**src/rtl/core/pgr_pkg.sv**
```systemverilog
`timescale 1ns / 1ps
// ----------------------------------------------------------------------------
// pgr_pkg: shared types and constants of the palette gray remap
// Palette geometry, queue sizing, luminance constants and the command and
// status structs passed between front, queue and back.
// ----------------------------------------------------------------------------
package pgr_pkg;

    localparam int PALETTE_ENTRIES = 256;
    localparam int PAL_AW          = $clog2(PALETTE_ENTRIES);
    localparam logic [7:0] PAL_LAST = 8'(PALETTE_ENTRIES - 1);

    localparam int QUEUE_DEPTH = 2;
    localparam int QUEUE_AW    = $clog2(QUEUE_DEPTH);
    localparam int QUEUE_CW    = QUEUE_AW + 1;

    // luma = floor((300r + 590g + 110b) / 1000)
    localparam int LUMA_SUM_W = 18;
    localparam logic [9:0] LUMA_R = 10'd300;
    localparam logic [9:0] LUMA_G = 10'd590;
    localparam logic [9:0] LUMA_B = 10'd110;
    // ceil(2^28 / 1000); exact floor for every sum up to 255000
    localparam int LUMA_RECIP_W = 19;
    localparam logic [LUMA_RECIP_W-1:0] LUMA_RECIP = 19'd268436;
    localparam int LUMA_SHIFT  = 28;
    localparam int LUMA_PROD_W = LUMA_SUM_W + LUMA_RECIP_W;

    localparam logic [8:0] DIST_INIT = 9'd256;

    // register indexes (byte address / 4)
    localparam logic [1:0] REG_GRAY_FIRST = 2'd0;
    localparam logic [1:0] REG_GRAY_LAST  = 2'd1;
    localparam logic [1:0] REG_KEEP_BELOW = 2'd2;

    localparam logic [7:0] GRAY_LAST_RST = 8'd255;

    typedef enum logic [1:0] {
        K_WRITE = 2'd0,
        K_PASS  = 2'd1,
        K_ZERO  = 2'd2,
        K_MAP   = 2'd3
    } t_kind;

    typedef struct packed {
        t_kind       kind;
        logic [7:0]  idx;
        logic [23:0] rgb;
    } t_cmd;

    typedef struct packed {
        logic [7:0] gray_first;
        logic [7:0] gray_last;
        logic [8:0] keep_below;
    } t_cfg;

    typedef struct packed {
        logic full;
        logic empty;
    } t_q_stat;

    typedef struct packed {
        logic busy;
        logic pop;
    } t_back_stat;

endpackage

```
**src/rtl/core/pgr_front.sv**
```systemverilog
`timescale 1ns / 1ps
// ----------------------------------------------------------------------------
// pgr_front: input acceptance, classification and config registers
// Takes stream transactions, sorts them into palette writes, pass-through,
// zero results and mapping jobs, and pushes them into the command queue.
// ----------------------------------------------------------------------------
module pgr_front
    import pgr_pkg::*;
(
    input  logic        i_clk,
    input  logic        i_rst_n,
    input  logic        psel,
    input  logic        penable,
    input  logic        pwrite,
    input  logic [3:0]  paddr,
    input  logic [31:0] pwdata,
    output logic [31:0] prdata,
    output logic        pready,
    input  logic        i_s_tvalid,
    output logic        o_s_tready,
    input  logic [31:0] i_s_tdata,   // color_index, red, green, blue
    input  logic        i_s_tuser,   // func
    input  t_q_stat     i_q_stat,
    output logic        o_push,
    output t_cmd        o_cmd,
    output t_cfg        o_cfg
);

    t_cfg        r_cfg;
    logic        cfg_we;
    logic [7:0]  idx;
    logic        in_range;

    assign pready = 1'b1;
    assign cfg_we = psel & penable & pwrite;

    always_ff @(posedge i_clk) begin
        if (!i_rst_n) begin
            r_cfg.gray_first <= '0;
            r_cfg.gray_last  <= GRAY_LAST_RST;
            r_cfg.keep_below <= '0;
        end else if (cfg_we) begin
            unique case (paddr[3:2])
                REG_GRAY_FIRST: r_cfg.gray_first <= pwdata[7:0];
                REG_GRAY_LAST:  r_cfg.gray_last  <= pwdata[7:0];
                REG_KEEP_BELOW: r_cfg.keep_below <= pwdata[8:0];
                default: ;
            endcase
        end
    end

    always_comb begin
        unique case (paddr[3:2])
            REG_GRAY_FIRST: prdata = {24'd0, r_cfg.gray_first};
            REG_GRAY_LAST:  prdata = {24'd0, r_cfg.gray_last};
            REG_KEEP_BELOW: prdata = {23'd0, r_cfg.keep_below};
            default:        prdata = '0;
        endcase
    end

    assign o_cfg = r_cfg;

    assign idx      = i_s_tdata[7:0];
    assign in_range = {1'b0, idx} < 9'(PALETTE_ENTRIES);

    assign o_s_tready = !i_q_stat.full;

    always_comb begin
        o_cmd.idx = idx;
        o_cmd.rgb = {i_s_tdata[15:8], i_s_tdata[23:16], i_s_tdata[31:24]};
        if (!i_s_tuser)
            o_cmd.kind = K_WRITE;
        else if (!in_range)
            o_cmd.kind = K_ZERO;
        else if ({1'b0, idx} < r_cfg.keep_below)
            o_cmd.kind = K_PASS;
        else
            o_cmd.kind = K_MAP;
    end

    // writes beyond the palette are dropped here
    assign o_push = i_s_tvalid && o_s_tready && (i_s_tuser || in_range);

endmodule

```
**config.mk**
```make
export PLATFORM = sky130hd
export DESIGN_NAME = pgr_front
export DESIGN_NICKNAME = d
export VERILOG_FILES = /design/src/rtl/core/pgr_pkg.sv /design/src/rtl/core/pgr_front.sv
export SDC_FILE = /design/constraint.sdc
export NUM_CORES = 1
export LEC_CHECK = 0
export BUFFER_PORTS_ARGS = -buffer_cell sky130_fd_sc_hd__buf_4
export CORE_MARGIN = 5
export CORE_UTILIZATION = 33
export CTS_CLUSTER_DIAMETER = 150
export DETAILED_ROUTE_END_ITERATION = 7
export GPL_ROUTABILITY_DRIVEN = 0
export PLACE_DENSITY = 0.74
export SLEW_MARGIN = 20
export SYNTH_ARGS = -nofsm -noshare
export SYNTH_HDL_FRONTEND = slang
export SYNTH_SLANG_ARGS = --single-unit
```
**constraint.sdc**
```tcl
create_clock -name i_clk -period 1.13 [get_ports i_clk]
set_input_delay 0.113 -clock i_clk [delete_from_list [all_inputs] [get_ports i_clk]]
set_output_delay 0.113 -clock i_clk [all_outputs]
set_load 0.02 [all_outputs]
```
Yosys cells after proc, flatten, opt, wreduce, memory -nomap -nowiden
Index checks and enable logic that the tools add are counted.
{"block": "op_classes", "n_reduce_logical": 6, "n_eq_ne": 2, "n_lt_le_gt_ge": 1, "bitwise_logic": 2, "muxes": 3}
{"operator": "$pmux W9 S3", "n": 1}
{"operator": "$lt A8 B9 Y1", "n": 1}
{"operator": "$reduce_and A2 Y1", "n": 3}
{"operator": "$mux W2", "n": 2}
{"operator": "$and A1 B1 Y1", "n": 2}
{"operator": "$eq A2 B1 Y1 const B", "n": 1}
{"operator": "$eq A2 B2 Y1 const B", "n": 1}
{"operator": "$logic_not A2 Y1", "n": 1}
{"operator": "$logic_and A1 B1 Y1", "n": 1}
{"operator": "$logic_not A1 Y1", "n": 1}
{"block": "totals", "wordCells": 17, "regBits": 25}

Logic depth before layout (Yosys ltp)
{"block": "depth", "depth_word": 3, "depth_mapped": 6}

Worst setup path before layout
OpenSTA, ideal clock, no wires.
{"block": "synth_path", "kind": "register -> output", "start": "register r_cfg (netlist bit o_cfg[2])", "end": "output port o_cmd[33] (netlist bit)", "required_ps": 1017, "stages_incl_launch_ff": 7, "n_path_buf": 0, "t_arrival_ps": 1428, "slack_ps": -411, "cell_sequence": "dfxtp_1 > inv_1 > ha_1 > nand2_1 > o21ai_0 > nand4_1 > a21oi_1"}
{"item": "start, declared", "line_no": "pgr_front.sv:29", "source": "t_cfg r_cfg;"}
{"item": "end, declared", "line_no": "pgr_front.sv:25", "source": "output t_cmd o_cmd,"}

==> implementation parameters <==
Parameter                              Value

Global route
  Overflow left after global routing ... 0
  Vias in the first global route ... 1,537
  GRT Resource Usage Total ... 12.9%
  Maximum number of pins on one net before global-route repair ... 26
  Initial antenna violation count ... 0
  Wire length of the first global-routing pass ... 7490 um

Route
  Post-detailed-route DRC marker count ... 0
  Vias per cell ... 4.31
  Number of detailed-routing iterations run before antenna repair ... 4
  Post-detailed-route wirelength per cell ... 13.8 um
  Initial detailed-routing violation count ... 61
  Sum of routed wire length over all layers ... 4650 um
  Vias after detailed routing ... 1,451
  Antenna violation net count after detailed routing ... 0

CTS
  Reg clk slew, reported paths ... 90 ps
  TritonCTS clock tree ... done
  Clock latency on the worst-skew pair ... 260 ps
  H-tree depth ... 1
  Clock tree buffer depth ... 2
  Clock root buffer ... sky130_fd_sc_hd__clkbuf_8
  Clock sink count ... 25
  Number of hold buffers added after cts ... 0
  Number of buffers created by CTS ... 3

Yosys
  Synth Cell Area ... 1750 um^2
  Top area cells in the synthesized netlist ... sky130_fd_sc_hd__dfxtp_1 (29%), sky130_fd_sc_hd__buf_4 (25%), sky130_fd_sc_hd__mux2i_1 (14%)
  Count of different cell masters after synthesis ... 24
  Average footprint of a synthesized cell ... 8.47 um^2
  Proportion of netlist area held by the largest area contributor ... 28.6%
  Top flip-flop cell by instance count after synthesis ... sky130_fd_sc_hd__dfxtp_1
  Synthesis-stage register bit count ... 25
  Count of flip-flops with a built-in enable after synthesis ... 0
  Synthesized instance count ... 207
  Library cell with the largest summed area after synthesis ... sky130_fd_sc_hd__dfxtp_1
  Fraction of registers with async set/reset ... 0%
  Seq/Total Area, Yosys ... 28.6%
  Total number of yosys warnings ... 0

Worst hold path
  Worst min-delay path category ... input port to flip-flop

Timing
  Final-report max-slew violation count ... 0
  Fmax ... 605 MHz
  Final period utilization ... 146%
  Aggregate negative setup slack ... -1320 ps
  Time the worst path needs with I/O delays and setup ... 1650 ps
  Unrepaired setup endpoints after global routing ... true
  Post-route worst setup slack ... -522 ps
  Final number of hold-violating endpoints ... 0
  Fin Clk Skew ... 0 ps
  Setup-violating endpoint count in the final report ... 9

Cells and area
  Fin nets ... 352
  Proportion of layout cells with a drive suffix above 1 ... 49.1%
  Synthesis-to-layout area growth ... 38.0%
  Number of standard cells in the layout, taps in and fillers out ... 337
  # diodes ... 0
  Max reg flops ... 25

Run status
  Run status ... complete, but fails checks
  Violations in the final reports ... setup timing

Worst setup path
  Required time at the worst-slack endpoint ... 1020 ps
  Crit Path Class ... flip-flop to output port
  Crit path max fanout ... 2
  Data arrival time of the critical path ... 1540 ps
  Nature of the critical path startpoint ... flip-flop
  Worst setup EP type ... output port

Power and ir drop
  Relative contribution of combinational cells to total power ... 27.3%
  Part of the total power dissipated in the clock network ... 27.1%
  Leakage dissipation ... 1.17 nW
  Internal Pwr Total ... 0.00137 W
  Worst-case vdd ir drop ... 0.467 mV
  Power after layout ... 0.00197 W
  Switching share of power ... 30.5%
  Share of power burned in registers ... 45.5%
  Power density relative to cell area ... 813 nW/um^2
  Net Sw Power ... 0.000601 W

Placed design
  Number of instances in the placed design ... 327
  Placed wire-length estimate after detailed placement ... 3750 um
  # port buffers ... 72
  Pre-CTS setup slack ... -289 ps

Die
  Die area ... 6870 um^2
  # IOs ... 171
  Std-Cell Rows ... 26
  Die outline height ... 82.9 um
  Core area ... 5140 um^2
  Effective utilization at floorplan ... 34.1%
  Die Span X ... 82.9 um

Job
  Count of maximum capacitance violations ... 0
power by group through the flow:
stage / combinational (W) / sequential [W] / clock [W]
finish: 0.000538 / 0.000896 / 0.000534
global route: 0.000576 / 0.000898 / 0.000577
CTS: 0.000529 / 0.000895 / 0.000556
detailed placement: 0.000507 / 0.000915 / 0
global placement: 0.000499 / 0.000914 / 0
floorplan: 0.000468 / 0.000932 / 0
stage by stage:
step / cell area [um^2] / hold WS, ps / util, %
final: 2420 / 69.1 / 47.1
after global routing: 2420 / 71.0 / 47.1
after CTS: 2350 / 64.3 / 45.7
after detailed placement: 2210 / 226 / 43.0
after global placement: 2210 / 226 / 43.0
after floorplan: 1900 / 237 / -
cells in the mapped netlist, drive strengths merged (7+ instances only):
| library cell | n |
|---|---|
| nand2 | 25 |
| mux2i | 25 |
| nand3 | 9 |
| o21ai | 9 |
| nor2b | 20 |
| inv | 8 |
| dfxtp | 25 |
| buf | 62 |
| ha | 7 |
worst paths after layout:
check	startpoint	end	slack (ps)	depth (start not counted)
worst min register to register	o_cfg[12]	o_cfg[12]	500	2
worst max-delay path	o_cfg[1]	o_cmd[33]	-520	7
worst min-delay path	pwdata[4]	o_cfg[13]	70	3
worst max register to register	o_cfg[1]	o_cfg[1]	240	4
layer usage:
layer / vias up / global-route usage, % / part of all wire, %
li1: 713 / - / -
met1: 676 / 15.1 / 41
met2: 52 / 23.5 / 51
met3: 10 / 3.37 / 7.4
met4: 0 / 2.82 / 0.86
met5: - / 0 / 0
logic make-up (layout without fill, tap and decap cells):
family	Yosys count	in the layout	share of synthesized area [%]
buf+inv	72	110	28.5
simple gates	62	62	18.8
mux	25	25	14.3
flops	25	25	28.6
compound gates	14	14	4.50
fa+ha+maj	7	7	5.00
other cells	2	24	0.428
worst max-delay path, cell delays in order, from the launching register on:
cell                      delay (ps)
sky130_fd_sc_hd__dfxtp_2         350
sky130_fd_sc_hd__inv_1            60
sky130_fd_sc_hd__ha_4            260
sky130_fd_sc_hd__nand2_2          50
sky130_fd_sc_hd__o21ai_2         130
sky130_fd_sc_hd__nand4_1         110
sky130_fd_sc_hd__a21oi_2         170
sky130_fd_sc_hd__buf_6           130
repair_timing:
action | CTS | global route
setup buffers | 2 | 6
resized for setup | 14 | 12
setup endpoints to repair | 9 | 10
pin swaps | 14 | 13
cell type report:
class	count	area, um^2
timing repair buffer	98	777
clock buffer	3	41.3
clock inverter	1	5.00
inverter	8	32.5
multi-input combinational	132	953
sequential	25	523
tap	70	87.6
fill	525	2720
layout by cell type (no fill, tap or decap), types with 2 or more instances in the layout:
master,instances
sky130_fd_sc_hd__buf_4,87
sky130_fd_sc_hd__inv_1,3
sky130_fd_sc_hd__o21ai_1,7
sky130_fd_sc_hd__nand4_1,2
sky130_fd_sc_hd__buf_6,11
sky130_fd_sc_hd__ha_4,6
sky130_fd_sc_hd__dfxtp_1,17
sky130_fd_sc_hd__nor2b_1,20
sky130_fd_sc_hd__inv_2,4
sky130_fd_sc_hd__clkbuf_8,3
sky130_fd_sc_hd__dfxtp_4,5
sky130_fd_sc_hd__o21ai_2,2
sky130_fd_sc_hd__nor3b_2,2
sky130_fd_sc_hd__mux2i_1,24
sky130_fd_sc_hd__nand2_1,24
sky130_fd_sc_hd__conb_1,24
sky130_fd_sc_hd__nand3_1,8
sky130_fd_sc_hd__dfxtp_2,3
sky130_fd_sc_hd__a21o_1,2
No activity file was read; power rests on OpenSTA's default activity.
