===== config.mk =====
export PLATFORM = sky130hd
export DESIGN_NAME = pgr_queue
export DESIGN_NICKNAME = d
export VERILOG_FILES = /design/src/rtl/core/pgr_pkg.sv /design/src/rtl/core/pgr_queue.sv
export SDC_FILE = /design/constraint.sdc
export NUM_CORES = 1
export LEC_CHECK = 0
export BUFFER_PORTS_ARGS = -buffer_cell sky130_fd_sc_hd__buf_2
export CORE_MARGIN = 1.5
export CORE_UTILIZATION = 40
export DETAILED_ROUTE_END_ITERATION = 7
export PLACE_DENSITY = 0.64
export RECOVER_POWER = 25
export SLEW_MARGIN = 30
export SYNTH_ARGS = -nofsm -noshare
export SYNTH_HDL_FRONTEND = slang
export SYNTH_SLANG_ARGS = --single-unit

===== constraint.sdc =====
create_clock -name i_clk -period 2.6 [get_ports i_clk]
set_input_delay 0.39 -clock i_clk [delete_from_list [all_inputs] [get_ports i_clk]]
set_output_delay 0.39 -clock i_clk [all_outputs]
set_load 0.005 [all_outputs]

===== src/rtl/core/pgr_pkg.sv =====
`timescale 1ns / 1ps
// ----------------------------------------------------------------------------
// pgr_pkg: shared types and constants of the palette gray remap
// Palette geometry, queue sizing, luminance constants and the command and
// status structs passed between front, queue and back.
// ----------------------------------------------------------------------------
package pgr_pkg;

    localparam int PALETTE_ENTRIES = 256;
    localparam int PAL_AW          = $clog2(PALETTE_ENTRIES);
    localparam logic [7:0] PAL_LAST = 8'(PALETTE_ENTRIES - 1);

    localparam int QUEUE_DEPTH = 2;
    localparam int QUEUE_AW    = $clog2(QUEUE_DEPTH);
    localparam int QUEUE_CW    = QUEUE_AW + 1;

    // luma = floor((300r + 590g + 110b) / 1000)
    localparam int LUMA_SUM_W = 18;
    localparam logic [9:0] LUMA_R = 10'd300;
    localparam logic [9:0] LUMA_G = 10'd590;
    localparam logic [9:0] LUMA_B = 10'd110;
    // ceil(2^28 / 1000); exact floor for every sum up to 255000
    localparam int LUMA_RECIP_W = 19;
    localparam logic [LUMA_RECIP_W-1:0] LUMA_RECIP = 19'd268436;
    localparam int LUMA_SHIFT  = 28;
    localparam int LUMA_PROD_W = LUMA_SUM_W + LUMA_RECIP_W;

    localparam logic [8:0] DIST_INIT = 9'd256;

    // register indexes (byte address / 4)
    localparam logic [1:0] REG_GRAY_FIRST = 2'd0;
    localparam logic [1:0] REG_GRAY_LAST  = 2'd1;
    localparam logic [1:0] REG_KEEP_BELOW = 2'd2;

    localparam logic [7:0] GRAY_LAST_RST = 8'd255;

    typedef enum logic [1:0] {
        K_WRITE = 2'd0,
        K_PASS  = 2'd1,
        K_ZERO  = 2'd2,
        K_MAP   = 2'd3
    } t_kind;

    typedef struct packed {
        t_kind       kind;
        logic [7:0]  idx;
        logic [23:0] rgb;
    } t_cmd;

    typedef struct packed {
        logic [7:0] gray_first;
        logic [7:0] gray_last;
        logic [8:0] keep_below;
    } t_cfg;

    typedef struct packed {
        logic full;
        logic empty;
    } t_q_stat;

    typedef struct packed {
        logic busy;
        logic pop;
    } t_back_stat;

endpackage


===== src/rtl/core/pgr_queue.sv =====
`timescale 1ns / 1ps
// ----------------------------------------------------------------------------
// pgr_queue: short command FIFO between front and back
// Register-based FIFO of classified commands; head is shown combinationally.
// ----------------------------------------------------------------------------
module pgr_queue
    import pgr_pkg::*;
(
    input  logic       i_clk,
    input  logic       i_rst_n,
    input  logic       i_push,
    input  t_cmd       i_cmd,
    input  t_back_stat i_back_stat,
    output t_cmd       o_head,
    output t_q_stat    o_stat
);

    t_cmd                r_slot [QUEUE_DEPTH];
    logic [QUEUE_AW-1:0] r_wptr;
    logic [QUEUE_AW-1:0] r_rptr;
    logic [QUEUE_CW-1:0] r_count;
    logic                do_push;
    logic                do_pop;

    assign o_stat.full  = (r_count == QUEUE_CW'(QUEUE_DEPTH));
    assign o_stat.empty = (r_count == '0);
    assign do_push = i_push && !o_stat.full;
    assign do_pop  = i_back_stat.pop && !o_stat.empty;
    assign o_head  = r_slot[r_rptr];

    always_ff @(posedge i_clk) begin
        if (do_push)
            r_slot[r_wptr] <= i_cmd;
    end

    always_ff @(posedge i_clk) begin
        if (!i_rst_n) begin
            r_wptr  <= '0;
            r_rptr  <= '0;
            r_count <= '0;
        end else begin
            if (do_push)
                r_wptr <= r_wptr + 1'b1;
            if (do_pop)
                r_rptr <= r_rptr + 1'b1;
            if (do_push && !do_pop)
                r_count <= r_count + 1'b1;
            else if (do_pop && !do_push)
                r_count <= r_count - 1'b1;
        end
    end

endmodule


After elaboration in Yosys (flattened, before gate mapping) --
Memories as Yosys holds them, arrays and structs flattened. A register that Yosys moved wholly into a read port is not among the register bits. Index checks and enable logic that the tools add are counted.
Word-level totals: input bits 39, memories 1, flip-flop bits (word level) 4, logic and storage cells 25, output and inout bits 36, RAM bits 68
Operators by class: mux-type cells 6, reductions and logical operators 10, eq/ne operators 1, add/sub/neg operators 4
Memories:
- r_slot | words 2, width 34, read ports 1, clocked after Yosys merged registers in 1, wr ports 1, line pgr_queue.sv:18 | t_cmd r_slot [QUEUE_DEPTH];
Operators by type and width (number):
- logical AND 1 bit | 4
- zero test 1 bit | 4
- two-way mux 1 bit | 4
- two-way mux 2 bit | 2
- adder 1 bit (second input constant) | 2
- adder 2 x 1 -> 2 bit (second input constant) | 1
- == test 2 bit (second input constant) | 1
- zero test 2 bit | 1
- nonzero test 2 bit | 1
- subtractor 2 x 1 -> 2 bit (second input constant) | 1

Depth between registers and ports, before layout --
Gate-level depths: netlist of the first run.
word-level depth 7, depth in mapped cells 7, mapped depth without buffers 7

Worst setup path after synthesis of the first run --
Ideal clock, no wire load.
kind reg-to-reg, start register r_count[0], end memory r_slot[0][0] (netlist name) (enable), period minus slack after synthesis 2.377 ns, library setup time 0.421 ns, buffers on the path 0, path slack 0.223 ns, arrival 1.956 ns, data required time 2.179 ns, stages on the path, launching flop included 4, path through dfxtp_1 -> nand2b_1 -> inv_2 -> nor3_2
RTL lines:
- start, declared | line pgr_queue.sv:21 | logic [QUEUE_CW-1:0] r_count;
- start signal, assigned | line pgr_queue.sv:47 | r_count <= r_count + 1'b1;
- start signal, assigned | line pgr_queue.sv:49 | r_count <= r_count - 1'b1;
- end, declared | line pgr_queue.sv:18

==> results of run 1 <==
## flip-flops by register name, indices dropped and copies added (netlist names), named ones only
register  count
r_count       2
r_slot       68
r_wptr        1
r_rptr        1
## metrics by stage
step	cell area, sq um	cells
after floorplan	2690	131
after global placement	3170	281
after detailed placement	3170	281
after CTS	3360	297
after global routing	3350	297
final	3350	297
## critical path, cell delays in order (launching register included)
cell,delay (ns)
dfxtp_2,0.36
buf_4,0.37
mux2_2,0.39
buf_2,0.13
## final timing paths
check	startpoint	to
max reg2reg	r_count[0]	r_slot[1][8]
min reg2reg	r_count[1]	r_count[1]
min	i_cmd[18]	r_slot[0][18]
max	register	o_head[15]
## layout make-up
cell class	count	area (sq um)
Timing Repair Buffer	77	407
Clock inverter	7	60.1
Sequential cell	73	2140
Tap cell	77	96.3
Multi-Input combinational cell	52	517
Clock buffer	9	124
Fill cell	549	3070
Inverter	2	7.51
## per-layer routing
metal | GRT usage, % | vias to the layer above
li1 | - | 679
met1 | 14.9 | 676
met2 | 19.7 | 45
met3 | 4.09 | 13
met4 | 7.60 | 0
met5 | 0 | -
## where the power goes
| group | switching, W | leakage (nW) | internal (W) |
|---|---|---|---|
| clock | 0.000386 | 0.0959 | 0.000433 |
| combinational | 0.000351 | 0.495 | 0.000401 |
| sequential | 0.0000561 | 0.677 | 0.00148 |
| total | 0.000794 | 1.27 | 0.00231 |
## logic make-up after synthesis
family                   synth area share, %
AND/OR/NAND/NOR                         2.05
buffers and inverters                   1.30
adder cells (fa/ha/maj)                0.466
flip-flops                              79.7
multiplexers                            14.3
AO/OA/AOI/OAI                           1.21
XOR/XNOR                               0.978
## cell usage in the layout, fill, tap and decap left out
cell	count
buf_12	1
a21boi_1	1
clkbuf_8	9
clkinv_2	2
ha_1	1
o21a_1	1
buf_4	3
dfxtp_2	1
clkbuf_1	1
or3_1	1
and2_1	3
o21ai_0	1
inv_6	1
nor3_4	1
and3_2	1
edfxtp_1	68
nor2_1	2
xor2_1	1
mux2_2	34
clkinv_1	3
xnor2_1	2
inv_1	1
nand2b_1	1
buf_2	72
dfxtp_1	4
bufinv_16	1
a21boi_0	1
o21ai_1	1
inv_2	1
==> impl_results.md, run 1 <==
- Outcome: finished, violations left
- CTS clk-pin slew, worst paths: 0.07 ns
- Area Growth Syn to Fin: 24.9%
- Crit share post-route: 76.8%
- Cells after synthesis: 131
- Gp weighted congestion: 0.658
- WHS Path Cells: 1
- # DRC: 5
- Achievable frequency: 0.501 GHz
- Reg-to-reg slack, setup: 0.98 ns
- Worst skew pair latency: 0.33 ns
- CTS Buffer Depth: 2
- Syn. warnings: 0
- Synth top area share: 76.0%
- Failing checks: design-rule violations
- Slew Limit Fails: 0
- 1st-pass router iterations: 8
- Static Leak: 1.27 nW
- # diodes: 0
- Post-synth net total: 171
- Seq cells post-synth: 73
- Top post-synthesis cells by area: edfxtp_1 76%, mux2_2 14%, dfxtp_1 3.7%
- Iteration-0 DRC Markers: 64
- Tot Pwr: 0.00311 W
- Largest net degree at the start of global routing: 32
- Startpoint type of the worst setup path: register
- Critical path endpoint category: primary output
- CTS Hold Buffers Added: 0
- Core area: 6420 sq um
- Global-route wire length before repair: 6590 um
- Fraction of synthesis flops using an asynchronous set or reset pin: 0%
- Worst hold margin: 0.238 ns
- CTS tree: built
- Endpoints failing setup: 0
- I/O Buffers: 73
- Finished Core Util: 52.2%
- Layout cells sized above 1: 57.7%
- Vias per cell: 4.76
- Max VDD drop: 0.000451 V
- Met2 WL post-DR: 2150 um
- Worst hold path type: in2reg
- Critical path arrival: 1.61 ns
- Most instantiated library cell after synthesis: edfxtp_1
- Via count: 1413
- Ports: 75
- Wire length on met3: 230 um
- Die Wd: 85.0 um
- Period minus WS final: 2.00 ns
- Cell Pwr Density: 926 nW/um^2
- Max-cap violations: 0
- Number of global-route vias before repair: 1404
- Worst r2r path cells: 3
- Number of H-tree levels: 3
- Worst-path fanout max: 31
- Crit path required time: 2.21 ns
- Die Area: 7220 sq um
- Synth Flop Type: edfxtp_1
- Synth unique cells: 21
- Detailed Route WL: 4370 um
- Post-CTS Resized: 0
- Hpwl dp: 2880 um
- Root Driver: clkbuf_8
- EDFF count, synth: 68
- Antenna viol nets, final: 0
- Die Y-Extent: 85.0 um
- Fin. Hold Viols: 0
- Initial antenna violation count: 0
- GRT Residual Overflow: 0
- Worst slew pin tran: 0.434 ns
- Total Neg Setup Slack: 0 ns
- Num CTS Buffers: 9
- Slew headroom: 71.1%
- Total track usage: 12.5%
- Post-CTS setup buffer count: 0
- RSZ-0062 raised after global routing: no
- Syn_area_per_cell: 20.5 sq um
- # clock sinks: 73
- Kind of critical path: reg2out
- Cell Area, Synth: 2690 sq um
- Top cells by count, synth: 68 x edfxtp_1, 34 x mux2_2, 5 x dfxtp_1
- Highest metal used: met4
- Fin Clk Skew: 0.00706 ns
- Met1 WL: 1880 um
- Dpl ws: 0.926 ns
- Starting Density: 41.8%
- Wire per inst: 14.7 um
- Final Net Count: 255
- Final setup margin: 0.604 ns
- Seq/Total Area, Yosys: 79.7%
- Yosys top cell by area: edfxtp_1
- Rows: 29
No activity file was read; power rests on OpenSTA's default activity.
==> run 2, diff against run 1 <==
Settings changed: ABC_AREA set to 1, PLACE_DENSITY 0.64 to 0.63.
Clock period 2.6 ns to 1.87 ns, I/O delays scaled along.
==> impl_results.md, run 2 <==
- Outcome: finished clean
- Global-route wire length before repair: 6970 um
- CTS tree: built
- Cells after synthesis: 144
- # clock sinks: 73
- Most common cell after layout, fill and taps aside: edfxtp_1
- Hpwl dp: 3110 um
- Clk pwr share: 27.9%
- Crit share post-route: 92.0%
- Cell Pwr Density: 1290 nW/um^2
- Final Net Count: 268
- I/O Buffers: 73
- # DRC: 0
- Area Growth Syn to Fin: 23.8%
- Starting Density: 41.8%
- Via count: 1455
- Fill cells: 596
- Detailed Route WL: 4660 um
- Max VDD drop: 0.000541 V
- Sequential power share: 47.2%
- Post-synth net total: 184
- Wire per inst: 14.2 um
- Crit path required time: 1.59 ns
- RSZ-0062 raised after global routing: no
- CP cell instances: buf_12 > mux2_2 > buf_2
- EDFF count, synth: 68
- Startpoint type of the worst setup path: register
- Die Area: 7650 sq um
- Slew Limit Fails: 0
- Fin Clk Skew: 0.0104 ns
- Tot Pwr: 0.00454 W
- Achievable frequency: 0.581 GHz
- Initial antenna violation count: 0
- Ports: 75
- Seq/Total Area, Yosys: 75.1%
- Total Neg Setup Slack: 0 ns
- CTS clk-pin slew, worst paths: 0.08 ns
- # diodes: 0
- Kind of critical path: reg2out
- Core area: 6830 sq um
- Number of H-tree levels: 3
- Die Y-Extent: 87.5 um
- 1st-pass router iterations: 2
- Critical path's slowest cell: mux2_2
- Worst skew pair latency: 0.33 ns
- CP max stage delay: 0.37 ns
- Syn. warnings: 0
- Worst-path fanout max: 34
- Top post-synthesis cells by area: edfxtp_1 72%, mux2_4 16%, dfxtp_1 3.5%
- Synth unique cells: 15
- Largest registers: r_slot (68), r_count (2)
- Comb power frac: 24.9%
- Sw Share: 24.8%
- Num CTS Buffers: 9
- Buf/Inv on CP: 2
- Top cell family by delay on the critical path: buffers and inverters
- Syn_area_per_cell: 19.8 sq um
- GRT Residual Overflow: 0
- Worst hold margin: 0.134 ns
- Post-CTS Resized: 0
- Fin. Hold Viols: 0
- Die Wd: 87.5 um
- Static Leak: 1.39 nW
- CTS Hold Buffers Added: 0
- Period minus WS final: 1.72 ns
- Post-CTS setup buffer count: 0
- Vias per cell: 4.42
- Critical path endpoint category: primary output
- Yosys top cell by area: edfxtp_1
- Endpoints failing setup: 0
- NetSw: 0.00112 W
- Worst hold path type: in2reg
- Number of global-route vias before repair: 1414
- Max-cap violations: 0
- Most instantiated library cell after synthesis: edfxtp_1
- Internal power: 0.00342 W
- Rows: 30
- Most frequent cells in the layout: 68 x edfxtp_1, 66 x buf_2, 30 x mux2_4
- Cell Area, Synth: 2850 sq um
- Critical path arrival: 1.44 ns
- Most flops, register: r_slot
- Synth Flop Type: edfxtp_1
- CTS Buffer Depth: 2
- Worst slew pin tran: 0.309 ns
- Slew headroom: 79.4%
- Seq cells post-synth: 73
- Root Driver: clkbuf_8
- Largest net degree at the start of global routing: 35
- Synth top area share: 71.5%
- Total track usage: 12.8%
- Gp weighted congestion: 0.689
- Fraction of synthesis flops using an asynchronous set or reset pin: 0%
- Antenna viol nets, final: 0
- Max reg flops: 68
- Layout cells sized above 1: 51.1%
- Top cells by count, synth: 68 x edfxtp_1, 30 x mux2_4, 11 x nor2_1
- Finished Core Util: 51.7%
- Iteration-0 DRC Markers: 47
==> run 2: cell types whose count changed in the layout (fill, tap and decap cells not counted), sizes merged, moves of 2 or more <==
cell	change
a21boi	-2
and2	-3
buf	-6
clkbuf	+9
clkinv	-3
inv	+6
nand2	+6
nor2	+9
xnor2	-2
==> run 2: kinds of logic (layout without fill, tap and decap cells) <==
family	after synthesis	after routing	share of synthesized area (%)
AO/OA/AOI/OAI	4	4	0.833
adder cells (fa/ha/maj)	1	1	0.438
buffers and inverters	13	102	3.68
flip-flops	73	73	75.1
multiplexers	34	34	17.4
AND/OR/NAND/NOR	19	19	2.63
==> run 2: final timing paths <==
| kind | slack (ns) | startpoint | depth (start not counted) | endpoint |
|---|---|---|---|---|
| worst max-delay path | 0.15 | register | 3 | o_head[12] |
| worst min-delay path | 0.13 | i_cmd[18] | 1 | r_slot[1][18] |
| worst max register to register | 0.34 | r_count[1] | 9 | r_count[1] |
| worst min register to register | 0.51 | r_rptr | 2 | r_rptr |
==> run 2: final cells by class <==
| type | instances | area (sq um) | area share, % |
|---|---|---|---|
| Sequential cell | 73 | 2140 | 60.7 |
| Inverter | 9 | 33.8 | 0.956 |
| Tap cell | 96 | 120 | 3.40 |
| Clock inverter | 4 | 67.6 | 1.91 |
| Clock buffer | 12 | 135 | 3.82 |
| Timing Repair Buffer | 77 | 412 | 11.7 |
| Multi-Input combinational cell | 58 | 622 | 17.6 |
==> run 2: routing by layer <==
layer	vias to the layer above	track usage, %	share of wire (%)
li1	705	-	-
met1	707	14.2	41
met2	37	21.8	53
met3	6	3.22	4.1
met4	0	8.23	1.9
met5	-	0	0
==> run 2: power groups by stage <==
stage | registers (W) | clock network (W) | logic (W)
after floorplan | 0.00217 | 0 | 0.000800
after global placement | 0.00217 | 0 | 0.00115
after detailed placement | 0.00218 | 0 | 0.00116
after CTS | 0.00215 | 0.00131 | 0.00116
after global routing | 0.00217 | 0.00139 | 0.00124
final | 0.00214 | 0.00127 | 0.00113
==> run 2: stage by stage <==
| stage | area, sq um | cells | setup WS (ns) |
|---|---|---|---|
| 2_1_floorplan | 2850 | 144 | -0.471 |
| 3_3_place_gp | 3340 | 313 | 0.391 |
| 3_5_place_dp | 3340 | 313 | 0.339 |
| 4_1_cts | 3540 | 329 | 0.111 |
| 5_1_grt | 3530 | 329 | 0.0812 |
| 6_report | 3530 | 329 | 0.149 |
